[src/stwt_pkg.sv]
`default_nettype none
// ----------------------------------------------------------------------------
// stwt_pkg: shared types and constants for the session table
// Entry layout, cell control word, operation codes and register reset values.
// ----------------------------------------------------------------------------
package stwt_pkg;

	// Width of counts and positions; also the width of the count outputs.
	localparam int unsigned CNT_W = 7;
	localparam int unsigned KEY_UPPER_W = 16;
	localparam int unsigned KEY_LOWER_W = 64;
	localparam int unsigned NOW_W = 32;
	localparam int unsigned EXPIRY_W = NOW_W + 1;
	localparam int unsigned TIMEOUT_W = 16;
	localparam int unsigned FUNC_W = 2;

	// Lifetime in seconds after reset.
	localparam logic [TIMEOUT_W-1:0] TIMEOUT_RESET = 16'd1800;

	// Operation codes carried on the input side band.
	localparam logic [FUNC_W-1:0] FUNC_CREATE = 2'd0;
	localparam logic [FUNC_W-1:0] FUNC_VALIDATE = 2'd1;
	localparam logic [FUNC_W-1:0] FUNC_REMOVE = 2'd2;

	// One table entry.
	typedef struct packed {
		logic [KEY_UPPER_W-1:0] key_upper;
		logic [KEY_LOWER_W-1:0] key_lower;
		logic [EXPIRY_W-1:0]    expiry;
	} entry_t;

	// Control word broadcast to every cell of the chain.
	typedef struct packed {
		logic             shift;    // cells at or above pos take their upper neighbour
		logic             load;     // cell at load_pos takes the new entry
		logic             extend;   // cell at pos takes the new expiry
		logic [CNT_W-1:0] pos;
		logic [CNT_W-1:0] load_pos;
	} cell_ctl_t;

endpackage : stwt_pkg
`default_nettype wire

[src/stwt_cell.sv]
`default_nettype none
// ----------------------------------------------------------------------------
// stwt_cell: one slot of the session table chain
// Holds one entry, reports expiry and key match when addressed, and either
// loads a new entry, takes its upper neighbour's entry or refreshes its expiry.
// ----------------------------------------------------------------------------
module stwt_cell #(
	parameter logic [stwt_pkg::CNT_W-1:0] IDX = '0
) (
	input  wire                              clk,
	input  wire stwt_pkg::cell_ctl_t         ctl,
	input  wire stwt_pkg::entry_t            new_entry,
	input  wire [stwt_pkg::NOW_W-1:0]        now,
	input  wire stwt_pkg::entry_t            next_entry,
	output stwt_pkg::entry_t                 entry,
	output logic                             exp_hit,
	output logic                             match_hit
);
	import stwt_pkg::*;

	entry_t entry_q;
	logic   at_pos;

	// Slot update: a new entry wins over the left shift, which wins over a refresh.
	always_ff @(posedge clk) begin
		if (ctl.load && (ctl.load_pos == IDX)) begin
			entry_q <= new_entry;
		end else if (ctl.shift && (IDX >= ctl.pos)) begin
			entry_q <= next_entry;
		end else if (ctl.extend && (ctl.pos == IDX)) begin
			entry_q.expiry <= new_entry.expiry;
		end
	end

	// Flags are only raised by the cell that the sequencer is looking at.
	assign at_pos = (ctl.pos == IDX);
	assign exp_hit = at_pos && (entry_q.expiry < {1'b0, now});
	assign match_hit = at_pos && (entry_q.key_upper == new_entry.key_upper)
		&& (entry_q.key_lower == new_entry.key_lower);
	assign entry = entry_q;

endmodule : stwt_cell
`default_nettype wire

[src/session_table_with_timeout_unit.sv]
`default_nettype none
// ----------------------------------------------------------------------------
// session_table_with_timeout_unit: aging key table with oldest eviction
// A chain of entry cells kept in insertion order, walked one position a cycle
// by a small sequencer that removes expired entries, refreshes or deletes keys
// and appends new ones, evicting the oldest when the table is full.
// ----------------------------------------------------------------------------
// Order of work: from the accepting edge the walk visits the entries in turn
// (each step either moves on one entry or deletes the one in front of it),
// then ends; a create appends its entry, and then the result is posted. One
// item is in work at a time and the next is taken while the result waits.
// Reset empties the table and sets the timeout to 1800 seconds.
module session_table_with_timeout_unit #(
	parameter int unsigned MAX_SESSIONS = 10
) (
	input  wire                              clk,
	input  wire                              arst_n,
	// configuration: timeout_seconds
	input  wire                              cfg_wen,
	input  wire [stwt_pkg::TIMEOUT_W-1:0]    cfg_wdata,
	// input beats
	input  wire                              s_tvalid,
	output logic                             s_tready,
	input  wire [111:0]                      s_tdata,  // key_upper, key_lower, now_seconds
	input  wire [1:0]                        s_tuser,  // func
	// result beats
	output logic                             m_tvalid,
	input  wire                              m_tready,
	output logic [15:0]                      m_tdata   // ok, evicted_oldest, expired_count,
	                                                   // entries_in_use
);
	import stwt_pkg::*;

	localparam logic [CNT_W-1:0] MAX_W = CNT_W'(MAX_SESSIONS);
	localparam logic [CNT_W-1:0] LAST_W = CNT_W'(MAX_SESSIONS - 1);

	typedef enum logic [3:0] {
		ST_IDLE   = 4'b0001,
		ST_WALK   = 4'b0010,
		ST_WRITE  = 4'b0100,
		ST_FINISH = 4'b1000
	} state_t;

	state_t               state_q;
	logic [TIMEOUT_W-1:0] timeout_q;
	logic [FUNC_W-1:0]    func_q;
	logic [NOW_W-1:0]     now_q;
	entry_t               new_entry_q;
	logic [CNT_W-1:0]     count_q;
	logic [CNT_W-1:0]     ptr_q;
	logic [CNT_W-1:0]     expired_q;
	logic                 ok_q;
	logic                 evicted_q;
	logic                 m_tvalid_q;
	logic [15:0]          m_tdata_q;

	cell_ctl_t            ctl;
	entry_t               cell_entry [MAX_SESSIONS];
	logic [MAX_SESSIONS-1:0] exp_vec;
	logic [MAX_SESSIONS-1:0] match_vec;
	logic                 exp_hit;
	logic                 match_hit;
	logic                 live;
	logic                 full;
	logic                 del_now;
	logic                 ext_now;
	logic                 accept;
	logic                 out_free;

	// Chain of cells; each takes its upper neighbour on a delete.
	for (genvar i = 0; i < MAX_SESSIONS; i++) begin : g_cell
		entry_t next_entry;
		if (i == MAX_SESSIONS - 1) begin : g_tail
			assign next_entry = cell_entry[i];
		end else begin : g_body
			assign next_entry = cell_entry[i+1];
		end
		stwt_cell #(.IDX(CNT_W'(i))) u_cell (
			.clk        (clk),
			.ctl        (ctl),
			.new_entry  (new_entry_q),
			.now        (now_q),
			.next_entry (next_entry),
			.entry      (cell_entry[i]),
			.exp_hit    (exp_vec[i]),
			.match_hit  (match_vec[i])
		);
	end

	assign exp_hit = |exp_vec;
	assign match_hit = |match_vec;
	assign live = (ptr_q < count_q);
	assign full = (count_q == MAX_W);
	assign accept = s_tvalid && s_tready;
	assign out_free = !m_tvalid_q || m_tready;

	// Walk decision for the entry under the pointer.
	always_comb begin
		del_now = 1'b0;
		ext_now = 1'b0;
		if ((state_q == ST_WALK) && live) begin
			case (func_q)
				FUNC_CREATE: begin
					del_now = exp_hit;
				end
				FUNC_VALIDATE: begin
					del_now = exp_hit;
					ext_now = !exp_hit && match_hit;
				end
				FUNC_REMOVE: begin
					del_now = match_hit;
				end
				default: begin
					del_now = 1'b0;
				end
			endcase
		end
	end

	// Control word to the chain; the append evicts through position zero when full.
	always_comb begin
		ctl = '0;
		ctl.pos = ptr_q;
		ctl.load_pos = count_q;
		ctl.extend = ext_now;
		ctl.shift = del_now;
		if (state_q == ST_WRITE) begin
			ctl.load = 1'b1;
			ctl.pos = '0;
			ctl.shift = full;
			ctl.load_pos = full ? LAST_W : count_q;
		end
	end

	// Timeout register.
	always_ff @(posedge clk or negedge arst_n) begin
		if (!arst_n) begin
			timeout_q <= TIMEOUT_RESET;
		end else if (cfg_wen) begin
			timeout_q <= cfg_wdata;
		end
	end

	// Item capture, with the new expiry worked out on the way in.
	always_ff @(posedge clk) begin
		if (accept) begin
			func_q <= s_tuser;
			new_entry_q.key_upper <= s_tdata[15:0];
			new_entry_q.key_lower <= s_tdata[79:16];
			new_entry_q.expiry <= {1'b0, s_tdata[111:80]} + {{(EXPIRY_W-TIMEOUT_W){1'b0}}, timeout_q};
			now_q <= s_tdata[111:80];
		end
	end

	// Sequencer.
	always_ff @(posedge clk or negedge arst_n) begin
		if (!arst_n) begin
			state_q <= ST_IDLE;
			count_q <= '0;
			ptr_q <= '0;
			expired_q <= '0;
			ok_q <= 1'b0;
			evicted_q <= 1'b0;
		end else begin
			case (state_q)
				ST_IDLE: begin
					if (accept) begin
						ptr_q <= '0;
						expired_q <= '0;
						ok_q <= 1'b0;
						evicted_q <= 1'b0;
						if ((s_tuser == FUNC_CREATE) || (s_tuser == FUNC_VALIDATE)
							|| (s_tuser == FUNC_REMOVE)) begin
							state_q <= ST_WALK;
						end else begin
							state_q <= ST_FINISH;
						end
					end
				end
				ST_WALK: begin
					if (!live) begin
						state_q <= (func_q == FUNC_CREATE) ? ST_WRITE : ST_FINISH;
					end else if (del_now) begin
						count_q <= count_q - 1'b1;
						if (func_q == FUNC_REMOVE) begin
							ok_q <= 1'b1;
							state_q <= ST_FINISH;
						end else begin
							expired_q <= expired_q + 1'b1;
						end
					end else if (ext_now) begin
						ok_q <= 1'b1;
						state_q <= ST_FINISH;
					end else begin
						ptr_q <= ptr_q + 1'b1;
					end
				end
				ST_WRITE: begin
					ok_q <= 1'b1;
					if (full) begin
						evicted_q <= 1'b1;
					end else begin
						count_q <= count_q + 1'b1;
					end
					state_q <= ST_FINISH;
				end
				ST_FINISH: begin
					if (out_free) begin
						state_q <= ST_IDLE;
					end
				end
				default: begin
					state_q <= ST_IDLE;
				end
			endcase
		end
	end

	// Result valid: raised when a result is posted, dropped once it is taken.
	always_ff @(posedge clk or negedge arst_n) begin
		if (!arst_n) begin
			m_tvalid_q <= 1'b0;
		end else if ((state_q == ST_FINISH) && out_free) begin
			m_tvalid_q <= 1'b1;
		end else if (m_tready) begin
			m_tvalid_q <= 1'b0;
		end
	end

	// Result register.
	always_ff @(posedge clk) begin
		if ((state_q == ST_FINISH) && out_free) begin
			m_tdata_q <= {count_q, expired_q, evicted_q, ok_q};
		end
	end

	assign s_tready = (state_q == ST_IDLE);
	assign m_tvalid = m_tvalid_q;
	assign m_tdata = m_tdata_q;

	// The table never holds more entries than it has cells.
	a_count_bound: assert property (@(posedge clk) disable iff (!arst_n)
		count_q <= MAX_W)
		else $error("entry count beyond table size");

	// The walk pointer never runs past the live entries.
	a_ptr_bound: assert property (@(posedge clk) disable iff (!arst_n)
		(state_q == ST_WALK) |-> (ptr_q <= count_q))
		else $error("walk pointer past entry count");

	// Once a beat is taken no further beat is taken until the item is done.
	a_one_item: assert property (@(posedge clk) disable iff (!arst_n)
		accept |=> !s_tready)
		else $error("input taken while an item is in work");

	// An eviction is only reported with a full table.
	a_evict_full: assert property (@(posedge clk) disable iff (!arst_n)
		(m_tvalid_q && m_tdata_q[1]) |-> (m_tdata_q[15:9] == MAX_W))
		else $error("eviction reported with table not full");

	// A delete during the walk always takes one entry off the count.
	a_del_count: assert property (@(posedge clk) disable iff (!arst_n)
		del_now |=> (count_q == $past(count_q) - 1'b1))
		else $error("delete did not reduce entry count");

endmodule : session_table_with_timeout_unit
`default_nettype wire

[config.mk]
export PLATFORM = sky130hd
export DESIGN_NAME = session_table_with_timeout_unit
export DESIGN_NICKNAME = d
export VERILOG_FILES = /design/src/stwt_pkg.sv /design/src/stwt_cell.sv /design/src/session_table_with_timeout_unit.sv
export SDC_FILE = /design/constraint.sdc
export NUM_CORES = 2
export LEC_CHECK = 0
export BUFFER_PORTS_ARGS = -buffer_cell sky130_fd_sc_hd__buf_2
export CORE_AREA = 2 2 490 492
export CTS_CLUSTER_DIAMETER = 60
export DETAILED_ROUTE_END_ITERATION = 8
export DIE_AREA = 0 0 492 494
export PLACE_DENSITY_LB_ADDON = 0.12
export RECOVER_POWER = 100
export SYNTH_ARGS = -nofsm -noshare
export SYNTH_HDL_FRONTEND = slang
export SYNTH_SLANG_ARGS = --single-unit
[constraint.sdc]
create_clock -name clk -period 24.9 [get_ports clk]
set_input_delay 3.735 -clock clk [delete_from_list [all_inputs] [get_ports clk]]
set_output_delay 3.735 -clock clk [all_outputs]
set_load 0.05 [all_outputs]
==> metrics.md <==
| Metric | Value |
|---|---|
| Setup WS post-layout | `12.14 ns` |
| Internal power | `4690 uW` |
| Max Freq | `0.0784 GHz` |
| Worst setup path category | `reg -> reg` |
| Area leader, netlist | `edfxtp_1` |
| Clk Latency, worst-skew pair | `0.84 ns` |
| Post-synth ARST share | `3.29%` |
| Crit path from | `new_entry_q[73]` |
| Most frequent cells in the layout | `edfxtp_1, mux2_2, xnor2_1` |
| Reg power frac | `41.0%` |
| Yosys reg bits | `1337` |
| First-pass GRT wire length | `348000 um` |
| # setup viols final | `0` |
| Pin count of the biggest net entering global routing | `80` |
| Max-slew violations | `3203` |
| Sw Share | `32.8%` |
| CP Max Fanout | `57` |
| CORE AREA | `237000 sq um` |
| Cts repair resizes | `0` |
| Layout cells sized above 1 | `24.9%` |
| Pre-CTS setup slack | `17.10 ns` |
| Hold Buf Count CTS | `0` |
| Final Cycle Share | `51.2%` |
| Starting DRC count in detailed routing | `3038` |
| Drt drc | `0` |
| Combinational Power Share | `23.1%` |
| Slew margin rel. | `-167%` |
| Post-synth net total | `5537` |
| Unrepaired setup endpoints after global routing | `no` |
| Syn Inst Count | `5061` |
| Post-synth cell types | `75` |
| Gpl congestion | `0.965` |
| Row count | `179` |
| WL/cell | `29.0 um` |
| Via count | `42163` |
| Post-Route WL | `248000 um` |
| Clock Tree Buf Depth | `3` |
| Initial antenna violation count | `9` |
| Final TNS setup | `0 ns` |
| Final #Nets | `5721` |
| Final Critical Period | `12.76 ns` |
| Final HPWL DP | `186000 um` |
| Number of routed nets with antenna violations | `0` |
| VDD IR max | `64.7 uV` |
| Hold wc startpoint | `evicted_q` |
| MaxCap Viol Count | `97` |
| Synth top area cells | `edfxtp_1, mux2_2, ha_1, xnor2_1, xor2_1` |
| I/O pin cnt | `153` |
| Outcome | `finished, violations left` |
| Mean Syn Cell Area | `14.0 sq um` |
| TritonCTS clock tree | `built` |
| RR Startpoint | `new_entry_q[73]` |
| WP data required | `25.24 ns` |
| CP max stage delay | `2.95 ns` |
| CTS Sinks | `1337` |
| Total of warnings raised by yosys | `0` |
| Htree depth | `4` |
| RR Endpoint | `g_cell[0].u_cell.entry[107]` |
| Port Buffers | `152` |
| Via density | `4.93` |
| Worst-Margin Slew | `4.00 ns` |
| Ordered cell list for the critical path | `clkbuf_1, inv_1, a2111o_1, a2111oi_0, nand4_1, or4_1, o32a_1, a31oi_1, o21a_1, nor2_1, o21ai_0, clkbuf_1` |
| Worst Skew | `0.0624 ns` |
| Share of the synthesized area in the top cell type | `54.6%` |
| Hold Crit Class | `reg -> reg` |
| Element type at the critical path end | `flip-flop` |
| Setup Buffers After CTS | `0` |
| Most common cell after layout, fill and taps aside | `edfxtp_1` |
| CTS Buf Count | `176` |
| Clock slew at reported path FFs | `0.06 ns` |
| Die X-Extent | `492 um` |
| Die area | `243000 sq um` |
| Gr ovfl total | `0` |
| Total GRT Usage | `20.1%` |
| Failing checks | `capacitance limit, slew limit` |
| Vias in the first global route | `43408` |
| Top_reg_cell synth | `edfxtp_1` |
| Seq/Total Area, Yosys | `56.2%` |
| Final Core Density | `34.0%` |
| Fin. Hold Viols | `0` |
| Area Overhead vs Synth | `13.7%` |
| Area of the mapped netlist | `71100 sq um` |
| Starting Density | `29.9%` |
| Arrival @ worst endpoint | `13.11 ns` |
| Worst hold endpoint | `m_tdata[1]` |
| Startpoint types | `flip-flop` |
| Clock Power Share | `35.9%` |
| Switch Pwr | `2290 uW` |
| Reg2reg path depth | `12` |
| Pwr Density | `86.5 nW/um^2` |
| Register-to-register setup slack | `12.14 ns` |
| Detailed Routing Iterations Pass 1 | `5` |
| Post-synth EDFFs | `1293` |
| Leak | `0.0274 uW` |
| CP max stage cell | `o21ai_0` |
| Vert. Die Dim | `494 um` |
| Clock root cell | `clkbuf_16` |
| Cell mode on critical path | `clkbuf_1` |
| Hold Crit Depth | `0` |
-- flip-flops by register name, summed over array words and instances, names as in the netlist --
name                 cells
m_tdata                 16
state_q                  4
g_cell.u_cell.entry   1130
expired_q                7
ptr_q                    7
now_q                   32
count_q                  7
ok_q                     1
m_tvalid                 1
timeout_q               16
new_entry_q            113
func_q                   2
evicted_q                1
-- layer usage --
layer	share of wire [%]	track usage, %	up-vias
met1	43	25.7	21264
li1	-	-	19627
met2	49	34.7	933
met3	3.1	2.28	339
met5	0	0	-
met4	4.5	8.15	0
-- worst max-delay path: cells and delay by family, from the launching register on --
kind	cells	cell delay [ns]
DFF	1	0.32
and+or+nand+nor	3	1.14
AOI/OAI and AO/OA	6	5.94
buffers and inverters	3	4.73
-- Yosys cell counts (14+ instances only) --
library cell / number
clkbuf_1: 179
a31oi_1: 14
mux2_2: 978
nand2_1: 169
nand2b_1: 18
and3_1: 23
a21oi_1: 120
dfrtp_1: 39
nand3_1: 38
ha_1: 339
edfxtp_1: 1293
xnor2_1: 473
nor2b_1: 21
xor2_1: 335
nor2_1: 78
nand4_1: 174
a211oi_1: 28
nor3_1: 22
a21o_1: 61
o21ai_0: 131
buf_2: 96
and4_1: 23
inv_1: 82
nor4_1: 125
-- logic make-up (layout without fill, tap and decap cells) --
group / Yosys count / count (layout) / synth area share (%)
xor+xnor: 808 / 808 / 9.96
simple gates: 748 / 748 / 5.82
other cells: 0 / 5 / 0
buf+inv: 373 / 700 / 2.20
compound gates: 464 / 464 / 4.16
fa+ha+maj: 341 / 341 / 6.02
flops: 1337 / 1337 / 56.2
mux: 990 / 990 / 15.7
-- how the worst max path moves through the flow --
stage | end | cells past startpoint
final | g_cell[0].u_cell.entry[107] | 12
after global routing | g_cell[0].u_cell.entry[107] | 12
after CTS | g_cell[0].u_cell.entry[89] | 9
after detailed placement | new_entry_q[19] | 12
after global placement | new_entry_q[23] | 12
after floorplan | g_cell[4].u_cell.entry[100] | 11
-- area by class of cell --
class	instances	area [sq um]
inverter	85	320
timing repair buffer	294	1280
tap	3167	3960
antenna	5	12.5
fill	23387	157000
clock buffer	223	4640
clock inverter	98	983
multi-input combinational	3351	29700
sequential	1337	39900
-- through the flow --
stage | instances | cell area, sq um | total power (uW) | hold WS, ns
after global routing | 8556 | 80800 | 7270 | 0.467
after detailed placement | 8234 | 75900 | 4560 | 0.461
after CTS | 8555 | 81600 | 7100 | 0.457
after global placement | 8234 | 75900 | 4550 | 0.452
final | 8560 | 80800 | 6990 | 0.471
after floorplan | 5061 | 71100 | 3810 | 0.421
-- power groups by stage --
| stage | combinational [uW] | clock (uW) | sequential, uW |
|---|---|---|---|
| 2_1_floorplan | 962 | 0 | 2850 |
| 3_3_place_gp | 1650 | 0 | 2900 |
| 3_5_place_dp | 1660 | 0 | 2900 |
| 4_1_cts | 1670 | 2570 | 2850 |
| 5_1_grt | 1740 | 2650 | 2880 |
| 6_report | 1610 | 2510 | 2860 |
Power figures use the tool's default switching activity.
